### src/rtl/core/gas_sensor_frame_parser_unit_defines.svh
// ---------------------------------------------------------------------------
// gas sensor frame parser assertion macros
// concurrent assertion forms used by the parser's result stage
// ---------------------------------------------------------------------------
`ifndef GAS_SENSOR_FRAME_PARSER_UNIT_DEFINES_SVH
`define GAS_SENSOR_FRAME_PARSER_UNIT_DEFINES_SVH

// same-cycle implication, disabled during reset
`define GSFP_ASSERT_NOW(label, clk, rst_n, cond, prop, msg) \
    label: assert property (@(posedge clk) disable iff (!rst_n) (cond) |-> (prop)) \
        else $error(msg);

// next-cycle implication, disabled during reset
`define GSFP_ASSERT_NEXT(label, clk, rst_n, cond, prop, msg) \
    label: assert property (@(posedge clk) disable iff (!rst_n) (cond) |=> (prop)) \
        else $error(msg);

`endif

### src/rtl/core/gsfp_pkg.sv
// ---------------------------------------------------------------------------
// gas sensor frame parser package
// frame constants, fault codes and the tracker to result-stage bundle
// ---------------------------------------------------------------------------
package gsfp_pkg;

    // byte values on the wire
    localparam logic [7:0] SYNC_BYTE = 8'hAC;
    localparam logic [7:0] TYPE_BYTE = 8'hAA;
    localparam logic [7:0] LEN_BYTE  = 8'd19;

    // sum of the two sync bytes that seeds the checksum
    localparam logic [7:0] SYNC_SUM = SYNC_BYTE + SYNC_BYTE;

    // byte positions inside the frame
    localparam int POS_W = 5;
    localparam logic [POS_W-1:0] POS_HUNT     = 5'd0;
    localparam logic [POS_W-1:0] POS_SYNC2    = 5'd1;
    localparam logic [POS_W-1:0] POS_LEN      = 5'd2;
    localparam logic [POS_W-1:0] POS_TYPE     = 5'd3;
    localparam logic [POS_W-1:0] POS_PPM_LO   = 5'd10;
    localparam logic [POS_W-1:0] POS_STATUS   = 5'd13;
    localparam logic [POS_W-1:0] POS_CHECKSUM = 5'd18;
    localparam logic [POS_W-1:0] POS_END      = 5'd19;

    // fault codes reported with each frame
    typedef enum logic [1:0] {
        FAULT_NONE     = 2'd0,
        FAULT_HEADER   = 2'd1,
        FAULT_CHECKSUM = 2'd2
    } t_fault;

    // completed frame handed from tracker to result stage
    typedef struct packed {
        logic        done;
        t_fault      fault;
        logic [31:0] fields;
    } t_frame_done;

endpackage

### src/rtl/core/gas_sensor_frame_parser_unit.sv
// ---------------------------------------------------------------------------
// gas sensor frame parser unit
// byte-stream parser for the sensor's 19-byte measurement frame
// ---------------------------------------------------------------------------
// Usage:
//   Input channel: one received byte per request on i_rx_byte, qualified by
//   i_valid and held back by o_stall. Output channel: one result per
//   completed frame (after the checksum byte), qualified by o_valid and held
//   back by i_stall. Sync bytes and mid-frame bytes produce no result.
//   Throughput: one byte per clock while the result register is not blocked.
//   The parser state updates in a single pass between the input register
//   and the result register. The checksum byte passes through the input
//   register, then the result register, which raises o_valid.
//   The result carries the verdict, the held readings and both counters
//   as they stand after this frame.
//   When the receiver stalls, the result holds and one more byte can wait
//   in the input register; further bytes are stalled until the receiver
//   takes the result.
//   Reset (synchronous, active low) empties both registers, returns the
//   parser to sync hunt and clears the held readings and counters.
// ---------------------------------------------------------------------------
module gas_sensor_frame_parser_unit
    import gsfp_pkg::*;
(
    input  logic        i_clk,
    input  logic        i_rst_n,
    input  logic        i_valid,
    output logic        o_stall,
    input  logic [7:0]  i_rx_byte,
    output logic        o_valid,
    input  logic        i_stall,
    output logic        o_frame_good,
    output logic [1:0]  o_fault_kind,
    output logic [15:0] o_gas_ppm,
    output logic [7:0]  o_lel_percent,
    output logic [7:0]  o_device_status,
    output logic        o_reading_valid,
    output logic [31:0] o_good_frames,
    output logic [31:0] o_bad_frames
);

    logic        r_in_valid;
    logic [7:0]  r_in_byte;
    logic        process;
    logic        accept;
    t_frame_done frame;

    // the waiting byte moves on unless the result register is blocked
    assign process = r_in_valid && !(o_valid && i_stall);
    assign o_stall = r_in_valid && !process;
    assign accept  = i_valid && !o_stall;

    // input register
    always_ff @(posedge i_clk) begin
        if (!i_rst_n) begin
            r_in_valid <= 1'b0;
        end else if (accept) begin
            r_in_valid <= 1'b1;
        end else if (process) begin
            r_in_valid <= 1'b0;
        end
    end

    always_ff @(posedge i_clk) begin
        if (accept) begin
            r_in_byte <= i_rx_byte;
        end
    end

    gsfp_frame_tracker u_tracker (
        .i_clk   (i_clk),
        .i_rst_n (i_rst_n),
        .i_en    (process),
        .i_byte  (r_in_byte),
        .o_frame (frame)
    );

    gsfp_result_stage u_result (
        .i_clk           (i_clk),
        .i_rst_n         (i_rst_n),
        .i_frame         (frame),
        .i_stall         (i_stall),
        .o_valid         (o_valid),
        .o_frame_good    (o_frame_good),
        .o_fault_kind    (o_fault_kind),
        .o_gas_ppm       (o_gas_ppm),
        .o_lel_percent   (o_lel_percent),
        .o_device_status (o_device_status),
        .o_reading_valid (o_reading_valid),
        .o_good_frames   (o_good_frames),
        .o_bad_frames    (o_bad_frames)
    );

endmodule

### src/rtl/core/gsfp_frame_tracker.sv
// ---------------------------------------------------------------------------
// gas sensor frame tracker
// sync hunt, byte position, running checksum, header check, field capture
// ---------------------------------------------------------------------------
module gsfp_frame_tracker
    import gsfp_pkg::*;
(
    input  logic        i_clk,
    input  logic        i_rst_n,
    input  logic        i_en,
    input  logic [7:0]  i_byte,
    output t_frame_done o_frame
);

    logic [POS_W-1:0] r_pos;
    logic [POS_W-1:0] n_pos;
    logic [7:0]       r_sum;
    logic [7:0]       n_sum;
    logic             r_hdr_good;
    logic             n_hdr_good;
    logic [31:0]      r_fields;
    logic [31:0]      n_fields;
    logic [1:0]       lane;

    // byte lane of the captured reading fields
    assign lane = r_pos[1:0] - POS_PPM_LO[1:0];

    // per-byte state update
    always_comb begin
        n_pos      = r_pos;
        n_sum      = r_sum;
        n_hdr_good = r_hdr_good;
        n_fields   = r_fields;
        o_frame    = '{done: 1'b0, fault: FAULT_NONE, fields: r_fields};
        if (i_en) begin
            priority if (r_pos == POS_HUNT || r_pos >= POS_END) begin
                n_pos = (i_byte == SYNC_BYTE) ? POS_SYNC2 : POS_HUNT;
            end else if (r_pos == POS_SYNC2) begin
                if (i_byte == SYNC_BYTE) begin
                    n_pos      = POS_LEN;
                    n_sum      = SYNC_SUM;
                    n_hdr_good = 1'b1;
                    n_fields   = '0;
                end else begin
                    n_pos = POS_HUNT;
                end
            end else if (r_pos < POS_CHECKSUM) begin
                if (r_pos == POS_LEN && i_byte != LEN_BYTE) begin
                    n_hdr_good = 1'b0;
                end
                if (r_pos == POS_TYPE && i_byte != TYPE_BYTE) begin
                    n_hdr_good = 1'b0;
                end
                if (r_pos >= POS_PPM_LO && r_pos <= POS_STATUS) begin
                    n_fields[{lane, 3'b000} +: 8] = i_byte;
                end
                n_sum = r_sum + i_byte;
                n_pos = r_pos + 5'd1;
            end else begin
                // checksum byte closes the frame
                n_pos        = POS_HUNT;
                o_frame.done = 1'b1;
                priority if (!r_hdr_good) begin
                    o_frame.fault = FAULT_HEADER;
                end else if (r_sum != i_byte) begin
                    o_frame.fault = FAULT_CHECKSUM;
                end else begin
                    o_frame.fault = FAULT_NONE;
                end
            end
        end
    end

    // state registers
    always_ff @(posedge i_clk) begin
        if (!i_rst_n) begin
            r_pos      <= POS_HUNT;
            r_sum      <= '0;
            r_hdr_good <= 1'b1;
            r_fields   <= '0;
        end else begin
            r_pos      <= n_pos;
            r_sum      <= n_sum;
            r_hdr_good <= n_hdr_good;
            r_fields   <= n_fields;
        end
    end

endmodule

### src/rtl/core/gsfp_result_stage.sv
// ---------------------------------------------------------------------------
// gas sensor result stage
// held readings, frame counters and the result register toward the receiver
// ---------------------------------------------------------------------------
`include "gas_sensor_frame_parser_unit_defines.svh"

module gsfp_result_stage
    import gsfp_pkg::*;
(
    input  logic        i_clk,
    input  logic        i_rst_n,
    input  t_frame_done i_frame,
    input  logic        i_stall,
    output logic        o_valid,
    output logic        o_frame_good,
    output logic [1:0]  o_fault_kind,
    output logic [15:0] o_gas_ppm,
    output logic [7:0]  o_lel_percent,
    output logic [7:0]  o_device_status,
    output logic        o_reading_valid,
    output logic [31:0] o_good_frames,
    output logic [31:0] o_bad_frames
);

    logic        r_valid;
    logic        r_good;
    t_fault      r_fault;
    logic [15:0] r_ppm;
    logic [7:0]  r_lel;
    logic [7:0]  r_status;
    logic        r_seen;
    logic [31:0] r_good_count;
    logic [31:0] r_bad_count;
    logic        frame_ok;

    assign frame_ok = i_frame.fault == FAULT_NONE;

    // result valid flag and verdict
    always_ff @(posedge i_clk) begin
        if (!i_rst_n) begin
            r_valid <= 1'b0;
        end else if (i_frame.done) begin
            r_valid <= 1'b1;
        end else if (!i_stall) begin
            r_valid <= 1'b0;
        end
    end

    always_ff @(posedge i_clk) begin
        if (i_frame.done) begin
            r_good  <= frame_ok;
            r_fault <= i_frame.fault;
        end
    end

    // held readings and counters, frozen while a result waits
    always_ff @(posedge i_clk) begin
        if (!i_rst_n) begin
            r_ppm        <= '0;
            r_lel        <= '0;
            r_status     <= '0;
            r_seen       <= 1'b0;
            r_good_count <= '0;
            r_bad_count  <= '0;
        end else if (i_frame.done) begin
            if (frame_ok) begin
                r_ppm        <= i_frame.fields[15:0];
                r_lel        <= i_frame.fields[23:16];
                r_status     <= i_frame.fields[31:24];
                r_seen       <= 1'b1;
                r_good_count <= r_good_count + 32'd1;
            end else begin
                r_bad_count  <= r_bad_count + 32'd1;
            end
        end
    end

    assign o_valid         = r_valid;
    assign o_frame_good    = r_good;
    assign o_fault_kind    = r_fault;
    assign o_gas_ppm       = r_ppm;
    assign o_lel_percent   = r_lel;
    assign o_device_status = r_status;
    assign o_reading_valid = r_seen;
    assign o_good_frames   = r_good_count;
    assign o_bad_frames    = r_bad_count;

    // checks
    `GSFP_ASSERT_NOW(a_good_matches_fault, i_clk, i_rst_n, r_valid,
        r_good == (r_fault == FAULT_NONE), "frame_good disagrees with fault_kind")
    `GSFP_ASSERT_NOW(a_good_sets_seen, i_clk, i_rst_n, r_valid && r_good,
        r_seen, "good frame reported without reading_valid")
    `GSFP_ASSERT_NOW(a_no_overwrite, i_clk, i_rst_n, r_valid && i_stall,
        !i_frame.done, "new frame while stalled result pending")
    `GSFP_ASSERT_NEXT(a_good_count_step, i_clk, i_rst_n, i_frame.done && frame_ok,
        r_good_count == $past(r_good_count) + 32'd1, "good counter missed a step")
    `GSFP_ASSERT_NEXT(a_counts_idle, i_clk, i_rst_n, !i_frame.done,
        $stable(r_good_count) && $stable(r_bad_count), "counter moved without frame")

endmodule
### config.mk
export PLATFORM = sky130hd
export DESIGN_NAME = gas_sensor_frame_parser_unit
export DESIGN_NICKNAME = d
export VERILOG_FILES = /design/src/rtl/core/gsfp_pkg.sv /design/src/rtl/core/gas_sensor_frame_parser_unit.sv /design/src/rtl/core/gsfp_frame_tracker.sv /design/src/rtl/core/gsfp_result_stage.sv
export VERILOG_INCLUDE_DIRS = /design/src /design/src/rtl/core
export SDC_FILE = /design/constraint.sdc
export NUM_CORES = 1
export LEC_CHECK = 0
export ABC_AREA = 1
export BUFFER_PORTS_ARGS = -buffer_cell sky130_fd_sc_hd__buf_2
export CORE_MARGIN = 2
export CORE_UTILIZATION = 50
export DETAILED_ROUTE_END_ITERATION = 8
export GPL_TIMING_DRIVEN = 0
export PLACE_DENSITY = 0.71
export SETUP_SLACK_MARGIN = 0.15
export SLEW_MARGIN = 20
export SYNTH_ARGS = -nofsm -noshare
export SYNTH_HDL_FRONTEND = slang
export SYNTH_SLANG_ARGS = --single-unit
### constraint.sdc
create_clock -name i_clk -period 4.2 [get_ports i_clk]
set_clock_uncertainty 0.2 [all_clocks]
set_input_delay 0.42 -clock i_clk [delete_from_list [all_inputs] [get_ports i_clk]]
set_output_delay 0.42 -clock i_clk [all_outputs]
set_load 0.01 [all_outputs]
==> impl_metrics.ini <==
[status]
status = completed

[pwr]
p_leak_nw = 4.37
ir_drop_v = 0.000298
switching_share_pct = 23.2
powerDensity_mw_per_mm2 = 326
p_int_w = 0.00247
combinationalPowerShare_pct = 4.5
p_total_w = 0.00322
pwr-share-clk_pct = 48.5
seqPwrFrac_pct = 47.0
p_sw_w = 0.000746

[synth]
yosysSeqAreaShare_pct = 38.7
syn_nets = 1326
postSynthCellCount = 1296
avgSynthCellArea_sq_um = 6.44
netlist_area_sq_mm = 0.00835
ys_types = 34
ys_warn_count = 0
ys_ff_latch = 156

[cts]
numCtsBuffers = 17
cts-htree-levels = 4
cts_root_buf = clkbuf_16
clk_latency_ps = 430
cts_resized = 0
postCtsSetupBuffers = 0
cts_tree = yes
clock-sinks = 156
holdBufCountCts = 8
clockBufferDepth = 2
clk_pin_slew_worst_paths_ps = 70

[min_path]
hp-class = in2reg
min_to = r_in_valid
worstHoldStart = i_valid
hold_depth = 3

[setup_path]
reg2reg_depth = 11
start_kind = register
path_class = reg2reg
reg2reg_from = u_tracker.r_pos[0]
rr_endpoint = u_result.o_gas_ppm[8]
crit_required_ps = 4320
critPathCaptureType = register
cp.arrival_ps = 2860
ff2ff_setup_slack_ps = 1460
worst-path-max-fanout = 10

[sta]
period_minus_slack_ps = 2740
slew_headroom_pct = 52.7
hold_viol = 0
finalCritPeriodShare_pct = 65.3
drv_slew = 0
tns_ps = 0
rsz0062_at_grt = false
fmax_ghz = 0.365
finalSetupViolCount = 0
tightest_slew_ps = 710
finalWorstSetupSlack_ps = 1460

[global_routing]
antenna_found_initial = 0
grt_max_degree = 17
grt_usage_pct = 26.2
grt-ovfl-total = 0
grt_pass1_vias = 7742
grt_pass1_wl_um = 37600

[layout]
most-common-layout-cells = nand2_1, nor2_1, dfxtp_1, buf_2, inv_1
post-route-util_pct = 59.9
area_growth_pct = 18.2
finalInstanceArea_sq_mm = 0.00987
drive_above_1_share_pct = 12.6
nFillCells = 1650
fin_nets = 1465
layout_commonest_cell = nand2_1
antenna_cells = 0

[floorplan]
die_h_um = 133
io_pins = 114
start_util_pct = 50.7
core_area_sq_mm = 0.0165
die_x_um = 133
rows = 47
die-area_sq_mm = 0.0177

[placement]
portBuffers = 112
hpwl_um = 17200
placed_area_sq_mm = 0.00918
pre_cts_slack_ps = 1430
place_congestion = 1.03

[routing]
vias = 8458
wl_um = 22800
first_pass_iters = 6
drc_errors = 0
via_per_inst = 5.07
wl_met2_um = 10500
wl_per_cell_um = 13.7
met3_wirelength_um = 1230
antenna_left = 0
wl_met1_um = 10300
top_layer = met4
drt_iter0_drc = 651

[job]
maxCapViolations = 0
-- layer usage --
| metal | track usage, % | vias up |
|---|---|---|
| met5 | 0 | - |
| met4 | 10.8 | 0 |
| met1 | 33.7 | 3801 |
| li1 | - | 4360 |
| met2 | 43.8 | 248 |
| met3 | 4.49 | 49 |
-- stage by stage --
step | hold slack, ps | std cells
floorplan | 237 | 1296
global placement | 247 | 1628
detailed placement | 252 | 1628
CTS | 66.8 | 1668
global route | 94.6 | 1668
finish | 87.1 | 1668
-- critical path, stage by stage, from the launching register on --
cell and delay, ps:
dfxtp_1 500, inv_1 250, ha_1 270, nand2_1 60, nand2_1 60, nand2_2 150, nand3_4 140, inv_2 130
nand3_2 240, clkbuf_1 290, o21ai_0 270, nor2_1 60
-- registers in the layout, summed over array words and instances, names as in the netlist --
signal and flops:
r_in_byte 8, u_tracker.r_pos 5, u_result.o_reading_valid 1, u_result.o_bad_frames 32, u_result.o_device_status 8, u_result.o_valid 1
u_tracker.r_hdr_good 1, u_result.o_frame_good 1, r_in_valid 1, u_result.o_gas_ppm 16, u_result.o_lel_percent 8, u_tracker.r_sum 8
u_result.o_fault_kind 2, u_result.o_good_frames 32, u_tracker.r_fields 32
-- how the worst max path moves through the flow --
stage	from	slack (ps)	endpoint	cells past startpoint
2_1_floorplan	u_tracker.r_pos[0]	2120	u_result.o_device_status[3]	11
3_3_place_gp	u_tracker.r_pos[0]	1450	u_result.o_gas_ppm[8]	11
3_5_place_dp	u_tracker.r_pos[0]	1430	u_result.o_gas_ppm[14]	11
4_1_cts	u_tracker.r_pos[0]	1430	u_result.o_gas_ppm[14]	11
5_1_grt	u_tracker.r_pos[0]	1180	u_result.o_gas_ppm[10]	11
6_report	u_tracker.r_pos[0]	1460	u_result.o_gas_ppm[8]	11
-- synthesized netlist by cell type --
library cell | n | area [sq um]
nand2_1 | 437 | 1640
nor2_1 | 266 | 998
dfxtp_1 | 145 | 2900
inv_1 | 106 | 398
a21oi_1 | 80 | 400
nand3_1 | 37 | 185
o21ai_0 | 32 | 160
nand3b_1 | 23 | 173
nand4_1 | 23 | 144
xor2_1 | 22 | 193
ha_1 | 17 | 213
clkbuf_1 | 16 | 60.1
buf_2 | 12 | 60.1
edfxtp_1 | 11 | 330
o21ai_1 | 11 | 55.1
nor3_1 | 9 | 45.0
xnor2_1 | 9 | 78.8
buf_4 | 8 | 60.1
buf_1 | 5 | 18.8
inv_2 | 4 | 15.0
nor2_4 | 3 | 33.8
a31oi_1 | 2 | 12.5
nand2_2 | 2 | 12.5
nand3_2 | 2 | 20.0
nand3_4 | 2 | 35.0
nor4_1 | 2 | 12.5
o21a_1 | 2 | 15.0
or2_2 | 2 | 12.5
a21o_1 | 1 | 7.51
a21oi_2 | 1 | 8.76
buf_6 | 1 | 11.3
fa_1 | 1 | 20.0
nor2_2 | 1 | 6.26
nor3_2 | 1 | 10.0
-- final cells by class --
cell class              instances  area [sq um]  area share (%)
multi-input cells             988          4490            45.5
flip-flops and latches        156          3230            32.8
repair buffers                120           641            6.49
clock buffers                  21           503            5.10
inverters                     110           413            4.18
well taps                     220           275            2.79
plain buffers                  42           210            2.13
clock inverters                11           103            1.04
-- logic make-up (layout without fill, tap and decap cells) --
| family | Yosys count | in the layout | share of synthesized area, % |
|---|---|---|---|
| buffers and inverters | 152 | 304 | 7.46 |
| DFF | 156 | 156 | 38.7 |
| and+or+nand+nor | 810 | 810 | 39.9 |
| xor gates and xnor gates | 31 | 31 | 3.25 |
| adders and majority gates | 18 | 18 | 2.79 |
| AOI/OAI and AO/OA | 129 | 129 | 7.90 |
-- power groups by stage --
stage                     sequential (W)  clock [W]  combinational [W]
after floorplan                  0.00154          0          0.0000981
after global placement           0.00155          0           0.000135
after detailed placement         0.00155          0           0.000137
after CTS                        0.00151    0.00158           0.000143
after global routing             0.00151    0.00164           0.000163
final                            0.00151    0.00156           0.000145
(Power assumes the default switching activity.)
